[src/rtl/ptd_pkg.sv]
package ptd_pkg;

  localparam int NUM_TASKS  = 6;
  localparam int TASK_SLOTS = 6;
  localparam int TASK_IDX_W = 3;
  localparam int TIME_W     = 32;
  localparam int INTERVAL_W = 16;
  localparam int CFG_IDX_W  = 3;
  localparam int CFG_DATA_W = 16;

  typedef logic [TIME_W-1:0]     time_t;
  typedef logic [INTERVAL_W-1:0] interval_t;
  typedef logic [TASK_IDX_W-1:0] task_idx_t;
  typedef logic [CFG_IDX_W-1:0]  cfg_idx_t;

  // register map
  localparam cfg_idx_t REG_ENABLE_MASK   = 3'd0;
  localparam cfg_idx_t REG_INTERVAL_BASE = 3'd1;

  localparam logic [TASK_SLOTS-1:0] ENABLE_RESET = 6'd63;

  localparam interval_t INTERVAL_RESET [TASK_SLOTS] =
    '{16'd2, 16'd100, 16'd1000, 16'd10, 16'd1, 16'd500};

  localparam time_t LAST_RUN_RESET [TASK_SLOTS] =
    '{32'd0, 32'd0, 32'd0, 32'd0, 32'd0, 32'd200};

  typedef enum logic [1:0] {
    ST_IDLE,
    ST_SCAN,
    ST_EMIT
  } state_t;

  typedef struct packed {
    logic load;
    logic advance;
    logic hit_commit;
    logic miss_commit;
    logic emit;
  } dp_cmd_t;

  typedef struct packed {
    logic hit;
    logic at_end;
    logic out_busy;
  } dp_stat_t;

endpackage

[src/rtl/ptd_ctrl.sv]
module ptd_ctrl
  import ptd_pkg::*;
(
  input  logic     clk,
  input  logic     rst_n,
  input  logic     in_valid,
  output logic     in_stall,
  input  dp_stat_t stat,
  output dp_cmd_t  cmd
);

  state_t state_r;
  state_t state_nxt;

  always_ff @(posedge clk) begin
    if (!rst_n) begin
      state_r <= ST_IDLE;
    end else begin
      state_r <= state_nxt;
    end
  end

  always_comb begin
    state_nxt = state_r;
    unique case (state_r)
      ST_IDLE: begin
        if (in_valid) begin
          state_nxt = ST_SCAN;
        end
      end
      ST_SCAN: begin
        if (stat.hit || stat.at_end) begin
          state_nxt = ST_EMIT;
        end
      end
      ST_EMIT: begin
        if (!stat.out_busy) begin
          state_nxt = ST_IDLE;
        end
      end
      default: begin
        state_nxt = ST_IDLE;
      end
    endcase
  end

  always_comb begin
    in_stall        = 1'b1;
    cmd             = '0;
    unique case (state_r)
      ST_IDLE: begin
        in_stall = 1'b0;
        cmd.load = in_valid;
      end
      ST_SCAN: begin
        cmd.hit_commit  = stat.hit;
        cmd.miss_commit = !stat.hit && stat.at_end;
        cmd.advance     = !stat.hit && !stat.at_end;
      end
      ST_EMIT: begin
        cmd.emit = !stat.out_busy;
      end
      default: begin
        in_stall = 1'b1;
      end
    endcase
  end

endmodule

[src/rtl/ptd_dp.sv]
module ptd_dp
  import ptd_pkg::*;
(
  input  logic                  clk,
  input  logic                  rst_n,
  input  time_t                 in_now_ms,
  input  logic                  cfg_we,
  input  cfg_idx_t              cfg_index,
  input  logic [CFG_DATA_W-1:0] cfg_data,
  input  dp_cmd_t               cmd,
  output dp_stat_t              stat,
  input  logic                  out_stall,
  output logic                  out_valid,
  output logic                  out_task_due,
  output task_idx_t             out_task_index
);

  logic [TASK_SLOTS-1:0] enable_r;
  interval_t             interval_r [TASK_SLOTS];
  time_t                 last_run_r [TASK_SLOTS];
  time_t                 launch_r;
  logic                  launched_r;
  task_idx_t             resume_r;
  time_t                 rel_r;
  time_t                 rel_nxt;
  task_idx_t             idx_r;
  logic                  res_due_r;
  task_idx_t             res_idx_r;
  logic                  out_valid_r;
  logic                  out_due_r;
  task_idx_t             out_idx_r;

  logic      in_range;
  task_idx_t sel;
  time_t     elapsed;

  // configuration registers
  always_ff @(posedge clk) begin
    if (!rst_n) begin
      enable_r <= ENABLE_RESET;
      for (int k = 0; k < TASK_SLOTS; k++) begin
        interval_r[k] <= INTERVAL_RESET[k];
      end
    end else if (cfg_we) begin
      if (cfg_index == REG_ENABLE_MASK) begin
        enable_r <= cfg_data[TASK_SLOTS-1:0];
      end
      for (int k = 0; k < TASK_SLOTS; k++) begin
        if (cfg_index == REG_INTERVAL_BASE + CFG_IDX_W'(k)) begin
          interval_r[k] <= cfg_data[INTERVAL_W-1:0];
        end
      end
    end
  end

  // scan compare
  assign in_range = idx_r < TASK_IDX_W'(NUM_TASKS);
  assign sel      = in_range ? idx_r : '0;
  assign elapsed  = rel_r - last_run_r[sel];

  assign stat.hit      = in_range && enable_r[sel] &&
                         (elapsed > {{(TIME_W-INTERVAL_W){1'b0}}, interval_r[sel]});
  assign stat.at_end   = idx_r >= TASK_IDX_W'(NUM_TASKS - 1);
  assign stat.out_busy = out_valid_r && out_stall;

  assign rel_nxt = launched_r ? (in_now_ms - launch_r) : '0;

  // scheduler state
  always_ff @(posedge clk) begin
    if (!rst_n) begin
      launch_r   <= '0;
      launched_r <= 1'b0;
      resume_r   <= '0;
      for (int k = 0; k < TASK_SLOTS; k++) begin
        last_run_r[k] <= LAST_RUN_RESET[k];
      end
    end else begin
      if (cmd.load && !launched_r) begin
        launch_r   <= in_now_ms;
        launched_r <= 1'b1;
      end
      if (cmd.hit_commit) begin
        last_run_r[sel] <= rel_r;
        resume_r        <= idx_r;
      end else if (cmd.miss_commit) begin
        resume_r <= '0;
      end
    end
  end

  // scan payload
  always_ff @(posedge clk) begin
    if (cmd.load) begin
      rel_r <= rel_nxt;
      idx_r <= resume_r;
    end else if (cmd.advance) begin
      idx_r <= idx_r + TASK_IDX_W'(1);
    end
    if (cmd.hit_commit) begin
      res_due_r <= 1'b1;
      res_idx_r <= idx_r;
    end else if (cmd.miss_commit) begin
      res_due_r <= 1'b0;
      res_idx_r <= '0;
    end
  end

  // output word register
  always_ff @(posedge clk) begin
    if (!rst_n) begin
      out_valid_r <= 1'b0;
    end else if (cmd.emit) begin
      out_valid_r <= 1'b1;
    end else if (!out_stall) begin
      out_valid_r <= 1'b0;
    end
  end

  always_ff @(posedge clk) begin
    if (cmd.emit) begin
      out_due_r <= res_due_r;
      out_idx_r <= res_idx_r;
    end
  end

  assign out_valid      = out_valid_r;
  assign out_task_due   = out_due_r;
  assign out_task_index = out_idx_r;

endmodule

[src/rtl/periodic_task_dispatcher.sv]
// channel  direction  handshake            payload
// in       input      in_valid/in_stall    in_now_ms[31:0]
// out      output     out_valid/out_stall  out_task_due, out_task_index[2:0]
// cfg      input      cfg_we               cfg_index[2:0], cfg_data[15:0]
//
// a poll steps through accept, a scan that visits the tasks in order (1 to 6,
// set by the single shared elapsed-time compare and the last task), then emit
// polls are taken one at a time; in_stall is high from accept until the word
// has moved into the output register
// out_stall holds the output word and, once the next scan ends, the input side
// reset is synchronous and active low; no clearing pass is needed
module periodic_task_dispatcher
  import ptd_pkg::*;
(
  input  logic                  clk,
  input  logic                  rst_n,
  input  logic                  in_valid,
  output logic                  in_stall,
  input  logic [TIME_W-1:0]     in_now_ms,
  output logic                  out_valid,
  input  logic                  out_stall,
  output logic                  out_task_due,
  output logic [TASK_IDX_W-1:0] out_task_index,
  input  logic                  cfg_we,
  input  logic [CFG_IDX_W-1:0]  cfg_index,
  input  logic [CFG_DATA_W-1:0] cfg_data
);

  dp_cmd_t  cmd;
  dp_stat_t stat;

  ptd_ctrl u_ctrl (
    .clk      (clk),
    .rst_n    (rst_n),
    .in_valid (in_valid),
    .in_stall (in_stall),
    .stat     (stat),
    .cmd      (cmd)
  );

  ptd_dp u_dp (
    .clk            (clk),
    .rst_n          (rst_n),
    .in_now_ms      (in_now_ms),
    .cfg_we         (cfg_we),
    .cfg_index      (cfg_index),
    .cfg_data       (cfg_data),
    .cmd            (cmd),
    .stat           (stat),
    .out_stall      (out_stall),
    .out_valid      (out_valid),
    .out_task_due   (out_task_due),
    .out_task_index (out_task_index)
  );

endmodule

[config.mk]
export PLATFORM = sky130hd
export DESIGN_NAME = periodic_task_dispatcher
export DESIGN_NICKNAME = d
export VERILOG_FILES = /design/src/rtl/ptd_pkg.sv /design/src/rtl/ptd_ctrl.sv /design/src/rtl/ptd_dp.sv /design/src/rtl/periodic_task_dispatcher.sv
export SDC_FILE = /design/constraint.sdc
export NUM_CORES = 1
export LEC_CHECK = 0
export ABC_AREA = 1
export BUFFER_PORTS_ARGS = -buffer_cell sky130_fd_sc_hd__buf_2
export CORE_ASPECT_RATIO = 1.2
export CORE_UTILIZATION = 60
export DETAILED_ROUTE_END_ITERATION = 8
export PLACE_DENSITY_LB_ADDON = 0.08
export SLEW_MARGIN = 20
export SYNTH_ARGS = -nofsm -noshare
export SYNTH_HDL_FRONTEND = slang
export SYNTH_SLANG_ARGS = --single-unit
export TNS_END_PERCENT = 50
[constraint.sdc]
create_clock -name clk -period 7.99 [get_ports clk]
set_clock_uncertainty 0.1 [all_clocks]
set_input_delay 0.799 -clock clk [delete_from_list [all_inputs] [get_ports clk]]
set_output_delay 0.799 -clock clk [all_outputs]
set_load 0.01 [all_outputs]
# Word-level counts from Yosys, hierarchy flattened
# Memories as Yosys holds them, arrays and structs flattened.
# Index checks and enable logic that the tools add are counted.
# classes
add_sub_neg	3
n_mul	0
div_mod_pow	0
magnitude_cmp	4
n_eq_ne	12
n_shift	0
muxes	54
n_bitwise	6
reduce_logical	18
# ops
op	count
2-to-1 mux 16 bit	6
subtractor 32 bit	2
2-to-1 mux 1 bit	35
> comparator 32 x 16 -> 1 bit	1
2-to-1 mux 32 bit	1
OR reduction 32 bit	1
2-to-1 mux 3 bit	7
== test 3 bit, second input constant	3
== test 3 x 2 -> 1 bit, second input constant	2
logical AND 1 bit	6
2-to-1 mux 2 bit	3
OR 1 bit	6
case mux 2 bit (3 select lines)	1
logical NOT 1 bit	4
< comparator 3 x 4 -> 1 bit, second input constant	1
!= test 2 x 1 -> 1 bit, second input constant	2
!= test 2 bit, second input constant	2
nonzero test 2 bit	2
adder 3 x 1 -> 3 bit, second input constant	1
binary-select mux 1 bit (select 3 bit)	1
== test 3 x 1 -> 1 bit, second input constant	1
>= comparator 3 bit, second input constant	1
logical NOT 3 bit	1
< comparator 3 bit, second input constant	1
6 further kinds	6
# word_totals
ff_bits	88
latchBits	0
ramBits	288
rom_bits	0
output_inout_bits	6
word_cells	111
mem_count	2
# mem_list
name	words	width	rd	rd_ports_with_merged_regs	wr	line_no	text
u_dp.last_run_r	6	32	1	0	6	ptd_dp.sv:20	time_t last_run_r [TASK_SLOTS];
u_dp.interval_r	6	16	1	0	6	ptd_dp.sv:19	interval_t interval_r [TASK_SLOTS];

# Logic depth before layout (Yosys ltp)
# Gate-level depths: netlist of run 1.
# logic_depth
word_depth	14
mapped_depth	39
ltp_nobuf	36

# Cells and area by module
# From an unflattened synthesis of run 1, not the netlist that was laid out.
# hier_totals
hier_cells	2358
hier_area_um2	20111.8
# by_module_without_submodules
module	instances	cells_each	area_per_inst_um2	seq_area_each_um2
ptd_dp	1	2334	19972.9	10790.3
ptd_ctrl	1	24	138.9	40.0

# Worst setup path before layout of run 1
# No wires, ideal clock.
# synth_timing
path_type	register to register
startpoint	register u_dp.idx_r[1]
endpoint	memory u_dp.last_run_r[0][0] in the netlist's numbering (enable)
t_arrival_ns	5.424
required_ns	7.501
setup_slack_ns	2.076
path_stages_with_launch	36
path_cell_list	edfxtp_1 > nand2_1 > clkbuf_1 > inv_1 > nor2_1 > clkbuf_1 > nand3_1 > nand3_1 > ha_1 > nand2_1 > inv_1 > nand2_1 > nand2_1 > inv_2 > nand2_1 > nand2_1 > nand2_1 > xor2_1 > ha_1 > nand2_1 > nor2_1 > nand3_1 > nor2_1 > nand2_1 > nand3_1 > nand2_1 > nand3_1 > nor2_1 > nand2_1 > nor2_1 > nand3_2 > nand2_2 > nor3_4 > nand3_4 > buf_6 > nand2_1
# synth_rtl
item	line_no	text
start: declaration	ptd_dp.sv:26	task_idx_t idx_r;
start signal: assignment	ptd_dp.sv:95	idx_r <= resume_r;
start signal: assignment	ptd_dp.sv:97	idx_r <= idx_r + TASK_IDX_W'(1);
end: declaration	ptd_dp.sv:20	

==> run_results.csv, run 1 <==
group,metric,value,unit
outcome,status,"completed",
synth,syn_inst,2339,
timing,slew_headroom,26.99,%
worst_setup_path,critical_path.startpoint,"u_dp.idx_r[1]",
synth,ys_seq_area_share,53.63,%
grt,grt_pass1_wl,90.34,mm
worst_setup_path,worstSetupStartpointType,"flip-flop",
place,portBuffers,61,
flow_run,cap_viol_max_count,0,
clock_tree,cts_tree,"yes",
worst_setup_path,rrSetupSlack,1.19,ns
floorplanning,row_count,73,
synth,synth-seq-cells,376,
clock_tree,insertion_delay,0.55,ns
floorplanning,num_io_pins,62,
layout,fin_util,67.00,%
route,wirelength,58.20,mm
worst_setup_path,path_max_fanout,33,
clock_tree,cts_resized,0,
timing,fin_crit,6.796,ns
timing,hold_violations,0,
route,dr.pass1.iters,6,
route,drc,0,
layout,layout-drive-gt1-share,7.980,%
worst_setup_path,cp_num_buf_inv,4,
worst_setup_path,rr_worst_depth,33,
timing,tightestPinTransition,1.087,ns
synth,synth_ff_type,"edfxtp_1",
clock_tree,cts_made_buffers,38,
clock_tree,cts.sink_count,376,
worst_setup_path,slowest_delay,0.58,ns
grt,grt_max_degree,65,
power,ir_drop,293.8,µV
worst_setup_path,worst_path_max_delay_cell,"nand3_4",
floorplanning,fp.coreArea,33160,µm²
place,place.gp.congestion,1.093,
route,drtAntennaViolNets,0,
worst_setup_path,required,8.09,ns
floorplanning,dieWidth,169.5,µm
worst_setup_path,crit_path_end,"u_dp.last_run_r[4][15]",
synth,syn_avg_cell_area,8.633,µm²
synth,synthTopCellsByCount,"494 x nand2_1, 424 x nor2_1, 330 x edfxtp_1",
min_path,hold_class,"flip-flop to flip-flop",
timing,timing.hold.ws,0.3286,ns
timing,rsz0062_at_grt,"false",
route,viasPerCell,5.783,
synth,synth_area_leaders,"edfxtp_1 49%, nand2_1 9.2%, nor2_1 7.9%",
route,drt_first_iter_violations,1591,
synth,post-synth-top-count-cell,"nand2_1",
grt,antenna_found_initial,0,
worst_setup_path,crit_path_end_kind,"flip-flop",
grt,globalRouteOverflowTotal,0,
floorplanning,die-area,34400,µm²
layout,num_antenna_cells,0,
grt,grt_use_total,34.80,%
clock_tree,cts_hold_buf,0,
clock_tree,post-cts-setup-buffers,0,
power,report.power.total,0.007050,W
clock_tree,cts_root_buf,"clkbuf_16",
route,detail_route.wl_per_cell,20.38,µm
power,powerDensity,317.3,nW/µm²
place,place_area,20860,µm²
timing,setup_viol,0,
worst_setup_path,reg2reg_from,"u_dp.idx_r[1]",
synth,yosys.area.top_type_share,49.07,%
clock_tree,cts_buffer_depth,3,
route,num_vias,16517,
synth,synth_area,20190,µm²
worst_setup_path,crit_type,"flip-flop to flip-flop",
timing,slew_violations,0,
synth,synth.distinct_cells,49,
clock_tree,clk_pin_slew_worst_paths,0.06,ns
synth,syn_nets,2477,
synth,ys_async_sr_fraction,0,%
place,dp_hpwl,40.13,mm
layout,fill_cells,2762,
layout,design_area,22220,µm²
worst_setup_path,reg2reg_to,"u_dp.last_run_r[4][15]",
timing,timing.final.crit_share,85.06,%
power,leakage,9.438,nW
worst_setup_path,worst_path_most_repeated_cell,"nand2_1",
timing,setup_tns,0,ns
synth,yosysWarnings,0,
grt,grt_pass1_vias,16230,
floorplanning,die_h,203.0,µm
layout,area_growth_syn_to_layout,10.01,%
synth,synth.largest_area_cell,"edfxtp_1",
clock_tree,htree_levels,2,
synth,synth-edff-count,330,
floorplanning,start_util,60.90,%
timing,clock.fmax,0.1471,GHz
min_path,worstHoldPathCells,0,
layout,num-nets-final,2514,
worst_setup_path,path_depth,33,
worst_setup_path,cp_top_family,"simple AND/OR/NAND/NOR gates",
worst_setup_path,cp.arrival,6.90,ns
==> metal layers <==
metal  track usage (%)  vias up  share of wire [%]
li1                  -     7877                  -
met1             44.01     7737                 38
met2             58.45      756                 48
met3             4.425      147                8.6
met4             18.34        0                5.4
met5                 0        -                  0
==> metrics by stage <==
| step | setup slack (ns) | std cells |
|---|---|---|
| 2_1_floorplan | 2.076 | 2339 |
| 3_3_place_gp | 1.525 | 2786 |
| 3_5_place_dp | 1.328 | 2786 |
| 4_1_cts | 1.258 | 2856 |
| 5_1_grt | 0.8151 | 2856 |
| 6_report | 1.194 | 2856 |
==> layout make-up <==
type | instances | area, µm² | area share, %
flip-flops and latches | 376 | 10830 | 48.75
multi-input cells | 1593 | 7885 | 35.49
inverters | 278 | 1045 | 4.703
clock buffers | 48 | 1040 | 4.680
well taps | 450 | 563.0 | 2.534
repair buffers | 89 | 540.5 | 2.433
clock inverters | 22 | 311.5 | 1.402
==> placed cells by master, fill, tap and decap left out, types with 38 or more instances in the layout <==
cell and instances:
ha_1 80, dfxtp_1 46, o21ai_0 156, nand2_1 493
edfxtp_1 330, nor3_1 38, buf_2 61, nor2_1 424
nand3_1 107, inv_1 260, o22ai_1 38, a21oi_1 132
clkbuf_16 39
==> power breakdown <==
| group | internal, W | switching [W] |
|---|---|---|
| clock network | 0.00116 | 0.000773 |
| registers | 0.00230 | 0.0000912 |
| logic | 0.000818 | 0.00191 |
==> registers in the layout, indices dropped and copies added, names as in the netlist <==
register,count
u_dp.res_due_r,1
u_dp.enable_r,6
u_dp.out_task_index,3
u_dp.resume_r,3
u_dp.interval_r,96
u_dp.last_run_r,192
u_dp.out_valid,1
u_dp.launched_r,1
u_dp.rel_r,32
u_ctrl.state_r,2
u_dp.launch_r,32
u_dp.idx_r,3
u_dp.res_idx_r,3
u_dp.out_task_due,1
==> cells by family (layout without fill, tap and decap cells) <==
group / count (synthesis) / count (layout) / synth area share (%)
XOR/XNOR: 17 / 17 / 0.7374
buffers and inverters: 370 / 437 / 7.380
flip-flops: 376 / 376 / 53.63
AND/OR/NAND/NOR: 1103 / 1103 / 22.25
AO/OA/AOI/OAI: 391 / 391 / 10.84
adder cells (fa/ha/maj): 82 / 82 / 5.155
==> worst min path at each step <==
stage	start	endpoint	slack (ns)
after detailed placement	u_dp.res_idx_r[0]	u_dp.out_task_index[0]	0.31
after global routing	u_dp.res_idx_r[0]	u_dp.out_task_index[0]	0.33
after global placement	u_dp.res_idx_r[1]	u_dp.out_task_index[1]	0.32
final	u_dp.res_idx_r[0]	u_dp.out_task_index[0]	0.33
after CTS	u_dp.res_idx_r[0]	u_dp.out_task_index[0]	0.32
after floorplan	u_dp.res_idx_r[0]	u_dp.out_task_index[0]	0.30
No activity file was read; power rests on OpenSTA's default activity.
==> run 2, diff against run 1 <==
ABC_AREA = unset   (was 1)
BUFFER_PORTS_ARGS = -buffer_cell sky130_fd_sc_hd__clkbuf_2   (was -buffer_cell sky130_fd_sc_hd__buf_2)
==> run 2 against run 1 <==
Clock-buffer cell count grew 6. Sequential cell count is the same. Fmax shrank 4.1%. Cell area grew 1.6%. Synthesized area grew 2.0%. Worst hold slack gained 0.035 ns. Sequential power is essentially flat. Synthesized cell count shrank 16%. Combinational power shrank 12%. Total power shrank 8.2%. Non-clock buffer count grew 16. Clock power shrank 12%.
==> run_results.csv, run 2 <==
group,metric,value,unit
synth,synth.largest_area_cell,"edfxtp_1",
floorplanning,row_count,73,
synth,yosys.area.top_type_share,48.12,%
place,placed_cells,2385,
timing,tightestPinTransition,1.122,ns
layout,layout-drive-gt1-share,12.17,%
min_path,hp-start,"u_dp.launch_r[18]",
power,switching_share,36.98,%
synth,ys_async_sr_fraction,0,%
worst_setup_path,worstSetupStartpointType,"flip-flop",
timing,slew_violations,0,
clock_tree,cts.sink_count,376,
clock_tree,cts_made_buffers,39,
power,leakage,8.267,nW
synth,synth_area_leaders,"edfxtp_1 48%, ha_1 4.9%, nand2_1 4.6%",
grt,grt_use_total,31.01,%
synth,syn_avg_cell_area,10.51,µm²
grt,antenna_found_initial,0,
route,dr.pass1.iters,7,
grt,globalRouteOverflowTotal,0,
route,drc,0,
timing,rsz0062_at_grt,"false",
route,wirelength,53.13,mm
synth,post-synth-top-count-cell,"edfxtp_1",
synth,syn_inst,1960,
worst_setup_path,crit_path_end_kind,"flip-flop",
layout,design_area,22570,µm²
timing,timing.final.crit_share,88.68,%
clock_tree,cts_tree,"yes",
power,pwr-share-seq,36.7,%
power,p_sw,0.002394,W
power,p_clk_share,26.2,%
grt,grt_pass1_vias,14905,
route,drtAntennaViolNets,0,
synth,yosysWarnings,0,
layout,regArea,10830,µm²
min_path,hold_class,"flip-flop to flip-flop",
clock_tree,cts_hold_buf,0,
grt,grt_max_degree,118,
timing,timing.final.ws_setup,0.9046,ns
route,detail_route.wl_per_cell,21.64,µm
worst_setup_path,rr_worst_depth,26,
place,dp_slack,0.9427,ns
worst_setup_path,crit_type,"flip-flop to flip-flop",
floorplanning,dieWidth,171.1,µm
synth,ys_seq_area_share,52.59,%
layout,multi_input_area,8991,µm²
floorplanning,start_util,61.60,%
place,portBuffers,61,
clock_tree,cts_resized,0,
outcome,status,"completed",
worst_setup_path,path_max_fanout,46,
clock_tree,post-cts-setup-buffers,0,
layout,num_antenna_cells,0,
floorplanning,num_io_pins,62,
layout,num-nets-final,2114,
timing,setup_viol,0,
synth,synth-edff-count,330,
power,p_comb_share,37.1,%
layout,largest-register,"u_dp.last_run_r",
route,num_vias,15579,
power,powerDensity,286.8,nW/µm²
min_path,hold-path-endpoint,"u_dp.launch_r[18]",
synth,syn_nets,2098,
timing,clock.fmax,0.1411,GHz
layout,largest_reg_flops,192,
min_path,worstHoldPathCells,2,
route,viasPerCell,6.346,
worst_setup_path,reg2reg_from,"u_dp.idx_r[1]",
layout,layout_commonest_cell,"edfxtp_1",
place,place_area,21390,µm²
clock_tree,htree_levels,2,
clock_tree,insertion_delay,0.56,ns
floorplanning,die-area,35070,µm²
timing,slew_headroom,24.93,%
synth,synth_area,20590,µm²
flow_run,cap_viol_max_count,0,
layout,reg_top3,"u_dp.last_run_r x192, u_dp.interval_r x96",
synth,synth_ff_type,"edfxtp_1",
timing,hold_violations,0,
layout,fill_cells,2656,
worst_setup_path,cp.arrival,7.23,ns
worst_setup_path,required,8.13,ns
worst_setup_path,rrSetupSlack,0.90,ns
grt,grt_pass1_wl,82.94,mm
layout,fin_util,67.51,%
synth,synthTopCellsByCount,"330 x edfxtp_1, 252 x nand2_1, 129 x nor4_1",
timing,timing.hold.ws,0.3636,ns
place,dp_hpwl,36.17,mm
route,drt_first_iter_violations,1415,
clock_tree,cts_root_buf,"clkbuf_16",
worst_setup_path,critical_path.startpoint,"u_dp.idx_r[1]",
power,ir_drop,188.7,µV
layout,layout_common_cells,"330 x edfxtp_1, 248 x nand2_1, 129 x nor4_1",
layout,finalNonFillerCells,2455,
worst_setup_path,reg2reg_to,"u_dp.last_run_r[2][4]",
floorplanning,die_h,204.9,µm
layout,area_growth_syn_to_layout,9.594,%
timing,fin_crit,7.085,ns
synth,synth.distinct_cells,78,
synth,synth-seq-cells,376,
clock_tree,clk_pin_slew_worst_paths,0.06,ns
place,place.gp.congestion,0.9835,
floorplanning,fp.coreArea,33430,µm²
clock_tree,cts_buffer_depth,3,
power,p_int,0.004080,W
==> run 2: changes by cell type in the layout (fill, tap and decap cells not counted), moves of 32 or more <==
cell and delta:
nor2_1 -332, nand2_1 -245, o21ai_0 -104, a21oi_1 -36, buf_2 -61, mux2_2 +49, nor4_1 +127, clkbuf_2 +61
nand3_1 -53, and2_1 +90, a21boi_0 +32, inv_1 -178
==> run 2: critical path, stage by stage, from the launching register on <==
cell and delay, ns:
edfxtp_1 0.38, buf_4 0.25, a21oi_4 0.54, buf_12 0.32, nand2_1 0.08, nand3_1 0.08
o221ai_1 0.13, ha_1 0.43, a21oi_2 0.25, o211ai_1 0.16, or3_1 0.35, a31o_1 0.26
nand2_1 0.11, xnor2_1 0.07, ha_1 0.32, and3_1 0.21, nand4_1 0.15, a211oi_1 0.07
nor3_1 0.20, o221ai_1 0.16, a2111oi_2 0.22, o2111ai_1 0.15, or4_4 0.49, o211ai_2 0.51
buf_4 0.28, o31ai_4 0.08, buf_4 0.34
==> run 2: cell families after synthesis <==
logic type      count (synthesis)  share of synthesized area (%)
compound gates                372                          12.06
fa+ha+maj                      82                          5.055
mux                            82                          4.527
simple gates                  793                          19.45
xor+xnor                       42                          1.786
buf+inv                       213                          4.533
flops                         376                          52.59
==> run 2: through the flow <==
stage,setup TNS (ns),total power (W)
finish,0,0.006474
global route,0,0.006772
CTS,0,0.006450
detailed placement,0,0.004759
global placement,0,0.004726
floorplan,-12.03,0.004054
==> run 2: worst max path at each step <==
| stage | endpoint | slack, ns | depth (start not counted) |
|---|---|---|---|
| floorplan | u_dp.last_run_r[0][0] | -0.08 | 24 |
| global placement | u_dp.last_run_r[2][26] | 1.11 | 27 |
| detailed placement | u_dp.last_run_r[2][25] | 0.94 | 27 |
| CTS | u_dp.last_run_r[2][9] | 0.92 | 27 |
| global route | u_dp.last_run_r[2][4] | 0.48 | 26 |
| finish | u_dp.last_run_r[2][4] | 0.90 | 26 |
==> run 2: layout make-up <==
class / instances / share of cell area (%)
clock buffers: 54 / 4.801
flip-flops and latches: 376 / 47.99
well taps: 450 / 2.495
repair buffers: 105 / 3.094
clock inverters: 16 / 0.3992
inverters: 83 / 1.380
multi-input cells: 1371 / 39.84
==> run 2: power by group through the flow <==
stage | sequential (W) | combinational, W | clock (W)
3_3_place_gp | 0.00241 | 0.00231 | 0
3_5_place_dp | 0.00241 | 0.00234 | 0
6_report | 0.00238 | 0.00240 | 0.00170
2_1_floorplan | 0.00238 | 0.00167 | 0
5_1_grt | 0.00239 | 0.00260 | 0.00178
4_1_cts | 0.00238 | 0.00236 | 0.00172
==> run 2: routing by layer <==
layer	vias to the layer above	part of all wire [%]	global-route usage (%)
met2	638	47	49.59
met1	7496	43	43.43
met5	-	0	0
met4	0	3.2	10.94
met3	109	7.2	4.019
li1	7336	-	-
==> run 3, diff against run 2 <==
CORE_UTILIZATION = 56   (was 60)
clock period = 5.8 ns   (was 7.99 ns; I/O delays follow)
==> run 3 against run 2 <==
The run now ends with setup timing left. Critical path depth shrank 1. Combinational power is 73% higher. Clock-buffer cell count fell by 8. Cell count increased by 8.3%. Clock power increased by 51%. Total power is 54% higher. Critical path type unchanged.
==> run_results.csv, run 3 (same netlist as run 2, synthesis figures left out) <==
group,metric,value,unit
outcome,status,"finished with violations",
outcome,failed_checks,"setup timing",
clock_tree,cts.sink_count,376,
worst_setup_path,worst_path_max_delay_cell,"mux4_2",
timing,hold_violations,0,
clock_tree,cts_made_buffers,39,
route,drc,0,
grt,met3_usage,3.094,%
flow_run,cap_viol_max_count,0,
clock_tree,cts_root_buf,"clkbuf_16",
clock_tree,cts_tree,"yes",
clock_tree,clk_pin_slew_worst_paths,0.07,ns
grt,grt_busiest_layer,"met2",
layout,num-nets-final,2298,
route,detail_route.wl_per_cell,21.52,µm
worst_setup_path,reg2reg_to,"u_dp.last_run_r[4][17]",
timing,timing.final.crit_share,102.1,%
grt,grt_max_degree,61,
worst_setup_path,rrSetupSlack,-0.12,ns
timing,setup_tns,-23.47,ns
floorplanning,die-area,37550,µm²
grt,grt_util_met2,47.94,%
power,ir_drop,261.7,µV
place,portBuffers,61,
route,wirelength,57.22,mm
floorplanning,fp.coreArea,36040,µm²
floorplanning,start_util,57.14,%
route,num_vias,16336,
route,dr.pass1.iters,5,
worst_setup_path,worstSetupStartpointType,"flip-flop",
place,place_area,22630,µm²
timing,timing.final.ws_setup,-0.1231,ns
power,p_int,0.006368,W
timing,setup_viol,335,
timing,clock.fmax,0.1688,GHz
floorplanning,die_h,212.1,µm
power,switching_share,36.18,%
min_path,hold-path-endpoint,"u_dp.launch_r[30]",
place,place.gp.congestion,0.9240,
min_path,hold_class,"input pin to flip-flop",
worst_setup_path,crit_type,"flip-flop to flip-flop",
power,powerDensity,399.8,nW/µm²
grt,globalRouteOverflowTotal,0,
clock_tree,cts_hold_buf,0,
worst_setup_path,path_max_fanout,6,
grt,grt_pass1_vias,15566,
worst_setup_path,reg2reg_from,"u_dp.idx_r[1]",
timing,slew_violations,0,
layout,design_area,24960,µm²
layout,multi_input_area,9333,µm²
power,p_clk_share,25.7,%
worst_setup_path,cp.arrival,6.14,ns
power,p_sw,0.003610,W
layout,area_growth_syn_to_layout,21.19,%
route,drt_first_iter_violations,1522,
layout,layout-drive-gt1-share,22.18,%
layout,largest_reg_flops,192,
clock_tree,cts_buffer_depth,3,
layout,reg_top3,"u_dp.last_run_r x192, u_dp.interval_r x96",
route,drtAntennaViolNets,0,
floorplanning,row_count,76,
worst_setup_path,rr_worst_depth,25,
layout,num_antenna_cells,0,
layout,fill_cells,2684,
layout,largest-register,"u_dp.last_run_r",
min_path,hp-start,"in_now_ms[30]",
floorplanning,num_io_pins,62,
layout,regArea,10830,µm²
timing,fin_crit,5.923,ns
power,p_comb_share,41.5,%
timing,slew_headroom,25.42,%
timing,tightestPinTransition,1.115,ns
grt,met1_usage,41.22,%
timing,rsz0062_at_grt,"true",
min_path,worstHoldPathCells,3,
worst_setup_path,slowest_delay,0.53,ns
clock_tree,htree_levels,2,
clock_tree,insertion_delay,0.55,ns
floorplanning,dieWidth,177.1,µm
power,leakage,9.479,nW
grt,grt_pass1_wl,85.65,mm
worst_setup_path,required,6.01,ns
worst_setup_path,crit_path_end_kind,"flip-flop",
grt,grt_use_total,29.60,%
layout,layout_commonest_cell,"edfxtp_1",
power,pwr-share-seq,32.8,%
route,viasPerCell,6.144,
place,dp_hpwl,38.14,mm
place,dp_slack,-0.3348,ns
grt,antenna_found_initial,1,
layout,layout_common_cells,"330 x edfxtp_1, 247 x nand2_1, 176 x buf_4",
run 3: cell count changes in the layout (fill, tap and decap cells not counted), sizes merged:
| cell | delta |
|---|---|
| buf | +174 |
| bufinv | +4 |
| clkbuf | +2 |
| clkinv | +5 |
| clkinvlp | +1 |
run 3: power groups by stage:
stage	registers (W)	logic, W	clock network, W
floorplan	0.00327	0.00235	0
global placement	0.00331	0.00372	0
detailed placement	0.00332	0.00376	0
CTS	0.00326	0.00392	0.00258
global route	0.00328	0.00446	0.00268
finish	0.00327	0.00414	0.00257
run 3: cell type report:
type	instances	area share [%]
multi-input combinational	1371	37.40
inverter	83	1.273
sequential	376	43.40
clock buffer	46	4.226
timing repair buffer	289	10.36
tap	468	2.346
clock inverter	26	1.003
run 3: worst max-delay path by stage:
stage | depth (start not counted) | start | slack, ns | end
2_1_floorplan | 25 | u_dp.idx_r[0] | -0.23 | u_dp.last_run_r[1][0]
3_3_place_gp | 26 | u_dp.idx_r[0] | -0.32 | u_dp.last_run_r[3][25]
3_5_place_dp | 26 | u_dp.idx_r[0] | -0.33 | u_dp.last_run_r[0][21]
4_1_cts | 27 | u_dp.idx_r[1] | -0.04 | u_dp.last_run_r[0][28]
5_1_grt | 26 | u_dp.idx_r[1] | -0.35 | u_dp.last_run_r[4][5]
6_report | 25 | u_dp.idx_r[1] | -0.12 | u_dp.last_run_r[4][17]
run 3: per-stage QoR:
stage / power [W] / utilization [%] / std cells / hold slack (ns)
after floorplan: 0.005622 / - / 1960 / 0.3003
after global placement: 0.007029 / 62.79 / 2543 / 0.3477
after detailed placement: 0.007076 / 62.79 / 2543 / 0.3594
after CTS: 0.009771 / 67.39 / 2636 / 0.1571
after global routing: 0.01042 / 69.25 / 2659 / 0.1824
final: 0.009979 / 69.25 / 2659 / 0.1833
run 3: metal layers:
layer / share of wire (%) / vias up
li1: - / 7714
met4: 3.4 / 2
met1: 42 / 7907
met5: 0.016 / -
met2: 48 / 600
met3: 6.3 / 113
run 3: worst max-delay path, delay by kind of cell, from the launching register on:
| kind | cells | cell delay, ns |
|---|---|---|
| AOI/OAI and AO/OA | 12 | 2.03 |
| xor gates and xnor gates | 1 | 0.21 |
| adders and majority gates | 2 | 0.55 |
| buffers and inverters | 5 | 0.80 |
| DFF | 1 | 0.46 |
| muxes | 1 | 0.53 |
| and+or+nand+nor | 4 | 0.99 |
run 3: repair_timing:
| item | 4_1_cts | 5_1_grt |
|---|---|---|
| setup endpoints to repair | 388 | 392 |
| buffers inserted | 20 | 11 |
| pin swaps | 4 | 7 |
| hold endpoints to repair | 0 | 0 |
| gates resized for setup | 37 | 55 |
| cloned | 2 | 12 |
